### config.mk
export PLATFORM = sky130hd
export DESIGN_NAME = tte_ctrl
export DESIGN_NICKNAME = d
export VERILOG_FILES = /design/src/rtl/core/assert_macros.svh /design/src/rtl/core/tte_pkg.sv /design/src/rtl/core/tte_ctrl.sv
export SDC_FILE = /design/constraint.sdc
export NUM_CORES = 1
export LEC_CHECK = 0
export ABC_CLOCK_PERIOD_IN_PS = 1600
export BUFFER_PORTS_ARGS = -buffer_cell sky130_fd_sc_hd__clkbuf_2
export CORE_ASPECT_RATIO = 1.4
export CORE_MARGIN = 1
export CORE_UTILIZATION = 25
export CTS_CLUSTER_SIZE = 28
export DETAILED_ROUTE_END_ITERATION = 8
export GPL_TIMING_DRIVEN = 0
export PLACE_DENSITY = 0.58
export SYNTH_ARGS = -nofsm -noshare
export SYNTH_HDL_FRONTEND = slang
export SYNTH_SLANG_ARGS = --single-unit
### constraint.sdc
create_clock -name i_clk -period 1.6 [get_ports i_clk]
set_input_delay 0.08 -clock i_clk [delete_from_list [all_inputs] [get_ports i_clk]]
set_output_delay 0.08 -clock i_clk [all_outputs]
set_load 0.005 [all_outputs]
### src/rtl/core/assert_macros.svh
// Assertion macros shared by the thermal erosion RTL.
// Each macro expects i_clk and i_rst_n in the scope where it is used.
`ifndef ASSERT_MACROS_SVH
`define ASSERT_MACROS_SVH

// Same-cycle implication, disabled while reset is asserted.
`define TTE_ASSERT_SAME(lbl, ante, cons, msg) \
    lbl: assert property (@(posedge i_clk) disable iff (!i_rst_n) (ante) |-> (cons)) \
        else $error(msg);

// Next-cycle implication, disabled while reset is asserted.
`define TTE_ASSERT_NEXT(lbl, ante, cons, msg) \
    lbl: assert property (@(posedge i_clk) disable iff (!i_rst_n) (ante) |=> (cons)) \
        else $error(msg);

`endif

### src/rtl/core/tte_pkg.sv
// Shared types and constants for the thermal erosion block.
// Used by the controller, the datapath and the top level; no dependencies.
`timescale 1ns / 1ps

package tte_pkg;

    // Default largest grid side.
    localparam int MAX_SIDE_DEF = 256;

    // Register and field widths.
    localparam int GRID_W = 9;
    localparam int RATE_W = 16;
    localparam int PASS_W = 10;
    localparam int HGT_W  = 32;

    // Register reset values.
    localparam logic [GRID_W-1:0] GRID_RST = 9'd256;
    localparam logic [RATE_W-1:0] RATE_RST = 16'd0;
    localparam logic [PASS_W-1:0] PASS_RST = 10'd10;

    // Largest move fraction, one half in Q0.16.
    localparam logic [RATE_W-1:0] HALF_Q16 = 16'h8000;

    // Command kinds.
    localparam logic [1:0] KIND_WRITE = 2'd0;
    localparam logic [1:0] KIND_ERODE = 2'd1;
    localparam logic [1:0] KIND_READ  = 2'd2;

    // Register indexes.
    localparam logic [1:0] REG_GRID_SIDE = 2'd0;
    localparam logic [1:0] REG_RATE      = 2'd1;
    localparam logic [1:0] REG_PASSES    = 2'd2;

    // Input item.
    typedef struct packed {
        logic [1:0]              kind;
        logic [15:0]             cell_index;
        logic signed [HGT_W-1:0] height_in;
    } t_in;

    // Result item.
    typedef struct packed {
        logic signed [HGT_W-1:0] height_out;
        logic                    erosion_done;
    } t_out;

    // Controller states.
    typedef enum logic [4:0] {
        ST_IDLE,
        ST_READ_WAIT,
        ST_PASS_CHK,
        ST_CP_RD,
        ST_CP_WR,
        ST_CELL,
        ST_NB_RD,
        ST_NB_CAP,
        ST_EVAL,
        ST_SRC_RD,
        ST_SRC_WR,
        ST_DST_RD,
        ST_DST_WR,
        ST_NEXT_CELL,
        ST_BK_RD,
        ST_BK_WR,
        ST_PASS_END,
        ST_DONE
    } t_state;

    // Commands from the controller to the datapath.
    typedef struct packed {
        logic hw_host;
        logic hr_host;
        logic out_read;
        logic out_done;
        logic pass_clr;
        logic pass_inc;
        logic cnt_clr;
        logic cnt_inc;
        logic cp_wr_s;
        logic cp_wr_h;
        logic cell_init;
        logic cell_next;
        logic nb_clr;
        logic nb_rd;
        logic nb_cap;
        logic mul;
        logic src_rd;
        logic src_wr;
        logic dst_rd;
        logic dst_wr;
    } t_cmd;

    // Status from the datapath to the controller.
    typedef struct packed {
        logic out_valid;
        logic pass_done;
        logic cells_zero;
        logic no_interior;
        logic cnt_last;
        logic nb_last;
        logic best_pos;
        logic cell_last;
    } t_stat;

    // Saturate a 33-bit signed sum to the signed 32-bit range.
    function automatic logic [HGT_W-1:0] sat32(input logic [HGT_W:0] v);
        logic [HGT_W-1:0] r;
        if (v[HGT_W] != v[HGT_W-1]) begin
            r = v[HGT_W] ? {1'b1, {(HGT_W-1){1'b0}}} : {1'b0, {(HGT_W-1){1'b1}}};
        end else begin
            r = v[HGT_W-1:0];
        end
        return r;
    endfunction

endpackage

### src/rtl/core/tte_ctrl.sv
// Controller state machine of the thermal erosion block.
// Depends on tte_pkg; drives the datapath through t_cmd and reads t_stat.
`timescale 1ns / 1ps

module tte_ctrl (
    input  logic           i_clk,
    input  logic           i_rst_n,
    input  logic           i_in_valid,
    input  logic [1:0]     i_in_kind,
    output logic           o_in_ready,
    input  tte_pkg::t_stat i_stat,
    output tte_pkg::t_cmd  o_cmd
);

    tte_pkg::t_state r_state, n_state;
    logic            needs_out;
    logic            acc;

    // Reads and erosion commands need the result register free.
    assign needs_out  = (i_in_kind == tte_pkg::KIND_READ) ||
                        (i_in_kind == tte_pkg::KIND_ERODE);
    assign o_in_ready = (r_state == tte_pkg::ST_IDLE) && !(needs_out && i_stat.out_valid);
    assign acc        = i_in_valid && o_in_ready;

    // State register.
    always_ff @(posedge i_clk) begin
        if (!i_rst_n) begin
            r_state <= tte_pkg::ST_IDLE;
        end else begin
            r_state <= n_state;
        end
    end

    // Next state.
    always_comb begin
        n_state = r_state;
        unique case (r_state)
            tte_pkg::ST_IDLE: begin
                if (acc && i_in_kind == tte_pkg::KIND_READ) begin
                    n_state = tte_pkg::ST_READ_WAIT;
                end else if (acc && i_in_kind == tte_pkg::KIND_ERODE) begin
                    n_state = tte_pkg::ST_PASS_CHK;
                end
            end
            tte_pkg::ST_READ_WAIT: n_state = tte_pkg::ST_IDLE;
            tte_pkg::ST_PASS_CHK: begin
                priority if (i_stat.pass_done) begin
                    n_state = tte_pkg::ST_DONE;
                end else if (i_stat.cells_zero) begin
                    n_state = tte_pkg::ST_PASS_END;
                end else begin
                    n_state = tte_pkg::ST_CP_RD;
                end
            end
            tte_pkg::ST_CP_RD: n_state = tte_pkg::ST_CP_WR;
            tte_pkg::ST_CP_WR: begin
                if (!i_stat.cnt_last) begin
                    n_state = tte_pkg::ST_CP_RD;
                end else if (i_stat.no_interior) begin
                    n_state = tte_pkg::ST_BK_RD;
                end else begin
                    n_state = tte_pkg::ST_CELL;
                end
            end
            tte_pkg::ST_CELL:   n_state = tte_pkg::ST_NB_RD;
            tte_pkg::ST_NB_RD:  n_state = tte_pkg::ST_NB_CAP;
            tte_pkg::ST_NB_CAP: begin
                n_state = i_stat.nb_last ? tte_pkg::ST_EVAL : tte_pkg::ST_NB_RD;
            end
            tte_pkg::ST_EVAL: begin
                n_state = i_stat.best_pos ? tte_pkg::ST_SRC_RD : tte_pkg::ST_NEXT_CELL;
            end
            tte_pkg::ST_SRC_RD: n_state = tte_pkg::ST_SRC_WR;
            tte_pkg::ST_SRC_WR: n_state = tte_pkg::ST_DST_RD;
            tte_pkg::ST_DST_RD: n_state = tte_pkg::ST_DST_WR;
            tte_pkg::ST_DST_WR: n_state = tte_pkg::ST_NEXT_CELL;
            tte_pkg::ST_NEXT_CELL: begin
                n_state = i_stat.cell_last ? tte_pkg::ST_BK_RD : tte_pkg::ST_CELL;
            end
            tte_pkg::ST_BK_RD: n_state = tte_pkg::ST_BK_WR;
            tte_pkg::ST_BK_WR: begin
                n_state = i_stat.cnt_last ? tte_pkg::ST_PASS_END : tte_pkg::ST_BK_RD;
            end
            tte_pkg::ST_PASS_END: n_state = tte_pkg::ST_PASS_CHK;
            tte_pkg::ST_DONE:     n_state = tte_pkg::ST_IDLE;
            default:              n_state = tte_pkg::ST_IDLE;
        endcase
    end

    // Datapath commands.
    always_comb begin
        o_cmd = '0;
        unique case (r_state)
            tte_pkg::ST_IDLE: begin
                o_cmd.hw_host  = acc && (i_in_kind == tte_pkg::KIND_WRITE);
                o_cmd.hr_host  = acc && (i_in_kind == tte_pkg::KIND_READ);
                o_cmd.pass_clr = acc && (i_in_kind == tte_pkg::KIND_ERODE);
            end
            tte_pkg::ST_READ_WAIT: o_cmd.out_read = 1'b1;
            tte_pkg::ST_PASS_CHK:  o_cmd.cnt_clr  = 1'b1;
            tte_pkg::ST_CP_RD:     o_cmd.cnt_inc  = 1'b0;
            tte_pkg::ST_CP_WR: begin
                o_cmd.cp_wr_s   = 1'b1;
                o_cmd.cnt_inc   = 1'b1;
                o_cmd.cnt_clr   = i_stat.cnt_last;
                o_cmd.cell_init = i_stat.cnt_last;
            end
            tte_pkg::ST_CELL:      o_cmd.nb_clr = 1'b1;
            tte_pkg::ST_NB_RD:     o_cmd.nb_rd  = 1'b1;
            tte_pkg::ST_NB_CAP:    o_cmd.nb_cap = 1'b1;
            tte_pkg::ST_EVAL:      o_cmd.mul    = 1'b1;
            tte_pkg::ST_SRC_RD:    o_cmd.src_rd = 1'b1;
            tte_pkg::ST_SRC_WR:    o_cmd.src_wr = 1'b1;
            tte_pkg::ST_DST_RD:    o_cmd.dst_rd = 1'b1;
            tte_pkg::ST_DST_WR:    o_cmd.dst_wr = 1'b1;
            tte_pkg::ST_NEXT_CELL: o_cmd.cell_next = !i_stat.cell_last;
            tte_pkg::ST_BK_RD:     o_cmd.cnt_inc = 1'b0;
            tte_pkg::ST_BK_WR: begin
                o_cmd.cp_wr_h = 1'b1;
                o_cmd.cnt_inc = 1'b1;
            end
            tte_pkg::ST_PASS_END: begin
                o_cmd.pass_inc = 1'b1;
                o_cmd.cnt_clr  = 1'b1;
            end
            tte_pkg::ST_DONE: begin
                o_cmd.out_done = 1'b1;
                o_cmd.pass_clr = 1'b1;
            end
            default: o_cmd = '0;
        endcase
    end

endmodule
== Word-level counts from Yosys, hierarchy flattened ==
Cells that the tools add are included.
Word-level totals
  register bits after elaboration: 5
  bits of input ports: 13
  logic and storage cells: 64
Operators by class
  equality and inequality tests: 20
  muxes and demuxes: 30
  reductions and logical operators: 13
Operators by type and width (number)
  one-hot mux 5 bit (16 select lines): 1
  == test 5 x 4 -> 1 bit, second input constant: 8
  2-to-1 mux 5 bit: 5
  == test 5 x 3 -> 1 bit, second input constant: 4
  2-to-1 mux 1 bit: 16
  2-to-1 mux 4 bit: 4
  == test 5 x 2 -> 1 bit, second input constant: 2
  == test 5 bit, second input constant: 2
  logical AND 1 bit: 6
  == test 5 x 1 -> 1 bit, second input constant: 1
  logical NOT 5 bit: 1
  one-hot mux 1 bit (2 select lines): 2
  OR reduction 2 bit: 2
  2-to-1 mux 3 bit: 1
  != test 3 x 1 -> 1 bit, second input constant: 1
  == test 2 x 1 -> 1 bit, second input constant: 1
  == test 2 bit, second input constant: 1
  logical NOT 1 bit: 2
  logical NOT 2 bit: 1
  2-to-1 mux 2 bit: 1
  logical OR 1 bit: 1

== Depth between registers and ports, before layout ==
  word-level depth: 10
  gate-level depth with buffers: 6
  depth with buffers taken out: 6

== Least setup slack after synthesis ==
No wires, ideal clock.
  kind: register to register
  start: register r_state[2]
  end: register r_state[2]
  setup time: 0.078 ns
  arrival: 1.203 ns
  setup slack: 0.319 ns
  cell stages (with the launch flop): 6
  period minus slack after synthesis: 1.281 ns
  cell sequence: dfxtp_1 > buf_2 > nor3_1 > mux2i_1 > o211ai_1 > nor3_1
Between the ends
  longest elaborated chain between the ends: 6
  elaborated cells on any way between the ends: 23
  classes of those cells: eq/ne (16); mux (2); reduce/logical (5)
RTL lines
  from (decl): RTL line tte_ctrl.sv:15  | tte_pkg::t_state r_state, n_state;
  from (signal assigned): RTL line tte_ctrl.sv:28  | r_state <= tte_pkg::ST_IDLE;
  from (signal assigned): RTL line tte_ctrl.sv:30  | r_state <= n_state;
  logical NOT 5 bit: RTL line tte_ctrl.sv:22, tte_ctrl.sv:37
  logical AND 1 bit: RTL line tte_ctrl.sv:22  | assign o_in_ready = (r_state == tte_pkg::ST_IDLE) && !(needs_out && i_stat.out_valid);
  logical AND 1 bit: RTL line tte_ctrl.sv:23  | assign acc = i_in_valid && o_in_ready;
  logical AND 1 bit: RTL line tte_ctrl.sv:39  | if (acc && i_in_kind == tte_pkg::KIND_READ) begin
  2-to-1 mux 5 bit: RTL line tte_ctrl.sv:39
  one-hot mux 5 bit (16 select lines): RTL line tte_ctrl.sv:37  | unique case (r_state)
Parallel ways exist; a longest one is shown, timed or not.
A chain may end at the register's enable or synchronous reset.

==> impl_metrics.csv <==
group,metric,value,unit
final_layout,diodes,0,
outcome,status,"complete, no violations",
grt,grt_antenna_before_repair,0,
critical_path,crit_type,"reg2out",
die,top_level_ports,34,
die,start_util,26.30,%
synthesis,ys_ff_latch,5,
placement,dp.cells,176,
critical_path,arrival,1.46,ns
synthesis,syn-mean-instance-area,7.141,um^2
sta,hold_viol,0,
hold_path,hold_class,"in2reg",
sta,min_period_over_period,96.30,%
drt,vias_per_cell,5.078,
drt,wire_per_inst,12.91,um
clock_tree,htree_num_levels,1,
flow_run,drv_cap,0,
synthesis,ys_types,41,
grt,grt_pass1_wl,3732,um
die,die_area,3255,um^2
critical_path,cp.required,1.52,ns
grt,grt_pass1_vias,889,
grt,grt.total_usage,14.65,%
synthesis,yosysTopAreaCell,"dfxtp_1",
final_layout,largest_register_ffs,5,
final_layout,top_register,"r_state",
clock_tree,cts_setup_buffers,0,
synthesis,async_flop_share,0,%
power,power_density,501.0,nW/um^2
power,worst_ir_drop_vdd,0.0003773,V
final_layout,area_delta_synth_final,37.02,%
placement,place_congestion,0.8213,
final_layout,final_util,36.04,%
clock_tree,clock_latency,0.22,ns
clock_tree,cts_buffer_depth,2,
critical_path,worstPathMaxFanout,10,
synthesis,ys.flop_type,"dfxtp_1",
die,die_h,67.11,um
synthesis,synth_nets,122,
sta,min_period,1.541,ns
drt,drtIter0Drc,16,
final_layout,reg_top3,"r_state: 5 flops",
drt,drc,0,
grt,overflow,0,
die,num_rows,23,
die,die_w,48.51,um
clock_tree,path_clk_slew,0.03,ns
final_layout,drive_gt1_share,37.06,%
synthesis,synthCells,106,
critical_path,cp-end-kind,"output pin",
grt,grt_max_degree,11,
placement,portBuffers,33,
sta,rsz0062_at_grt,"true",
final_layout,final_nets,160,
sta,maxSlewHeadroom,75.81,%
clock_tree,cts_root_buf,"clkbuf_8",
clock_tree,cts_hold_buf,0,
drt,vias,914,
synthesis,synth_enable_flop_cells,0,
synthesis,synth_area,757.0,um^2
final_layout,final-instance-count-excl-fill,180,
clock_tree,cts_made_buffers,3,
synthesis,yosysWarningCount,0,
sta,finalClockSkew,0.001554,ns
sta,setup_viol,0,
clock_tree,cts_tree,"yes",
drt,ant_nets,0,
placement,dpl.hpwl,1902,um
synthesis,synth.top_cell.area_share,13.22,%
die,core_area,2878,um^2
sta,slew_violations,0,
synthesis,synth_area_leaders,"dfxtp_1 13%, a21oi_1 5.3%, nor3_1 5.3%",
power,p_leak,0.4897,nW
critical_path,crit_path_start_kind,"flop",
drt,drt_wl_total,2323,um
sta,max_slew.worst_pin.slew,0.3599,ns
clock_tree,cts.sinks,5,
synthesis,ys_seq_area_share,13.22,%
sta,fmax,649.0,MHz
drt,drtPass1Iterations,4,
cell families after synthesis:
kind of cell	count (synthesis)	synth area share (%)
AOI/OAI and AO/OA	30	27.27
and+or+nand+nor	52	41.16
buffers and inverters	13	9.420
muxes	3	3.967
adders and majority gates	3	4.959
DFF	5	13.22
synthesized netlist by cell type, types with 2 or more instances:
library cell,count
nand2b_1,3
buf_2,6
o31a_1,2
and3_1,5
o22ai_1,2
ha_1,3
inv_1,4
nor3b_1,3
buf_6,2
and2_1,4
o21a_1,3
nor2_1,9
nand2_1,5
nor3_1,8
a21oi_1,8
a31oi_1,2
nor2b_1,4
dfxtp_1,5
o21ai_1,3
a21boi_0,2
mux2i_1,3
layout by cell type (no fill, tap or decap), drive strengths merged, types with 3 or more instances in the layout:
| master | n |
|---|---|
| nand2 | 5 |
| clkbuf | 40 |
| o21a | 3 |
| nor3 | 9 |
| and3 | 5 |
| a21oi | 8 |
| nor2b | 4 |
| and2 | 4 |
| o21ai | 4 |
| dfxtp | 5 |
| inv | 4 |
| ha | 3 |
| mux2i | 3 |
| nor2 | 9 |
| buf | 6 |
| nor3b | 3 |
| nand2b | 4 |
per-layer routing:
layer	global-route usage, %	up-vias	part of all wire (%)
met2	28.52	14	55
met4	7.353	0	0.86
met1	15.73	439	43
li1	-	459	-
met5	0	-	0
met3	1.370	2	1.8
path summary, 6_finish.rpt:
check / cells past startpoint / endpoint / startpoint / slack [ns]
worst max-delay path: 5 / o_cmd[12] / r_state[3] / 0.06
worst min-delay path: 2 / r_state[0] / i_rst_n / 0.12
worst max register to register: 5 / r_state[1] / r_state[3] / 0.17
worst min register to register: 3 / r_state[1] / r_state[4] / 0.67
timing repair:
| action | CTS | global route |
|---|---|---|
| cloned | 0 | 0 |
| setup endpoints to repair | 4 | 7 |
| resized for setup | 5 | 5 |
critical path, cell delays in order (launching register included):
cell and delay, ns:
dfxtp_1 0.48, buf_6 0.19, nand3b_2 0.12, nor2_2 0.21, or2_2 0.14, clkbuf_2 0.10
power by group:
| part | leakage, nW | internal [W] | switching [W] |
|---|---|---|---|
| Clock | 0.0228 | 0.000170 | 0.0000536 |
| Sequential | 0.0409 | 0.000131 | 0.00000708 |
| Combinational | 0.426 | 0.0000701 | 0.0000878 |
per-stage QoR:
step           TNS [ns]  hold slack [ns]  setup WS [ns]   power, W  area (um^2)
2_1_floorplan         0           0.1965         0.3193  0.0002339        757.0
3_5_place_dp          0           0.3437         0.1116  0.0002924        968.4
3_3_place_gp          0           0.3453         0.1319  0.0002886        968.4
4_1_cts               0           0.1192       0.003940  0.0005243         1025
5_1_grt        -0.08340           0.1213       -0.04075  0.0005503         1037
6_report              0           0.1182        0.05918  0.0005196         1037
layout make-up:
type	instances	area, um^2
inverters	4	15.01
plain buffers	9	76.32
repair buffers	33	165.2
fillers	325	1841
well taps	37	46.29
multi-input cells	88	588.1
flip-flops and latches	5	101.3
clock buffers	4	45.04
(Power assumes the default switching activity.)
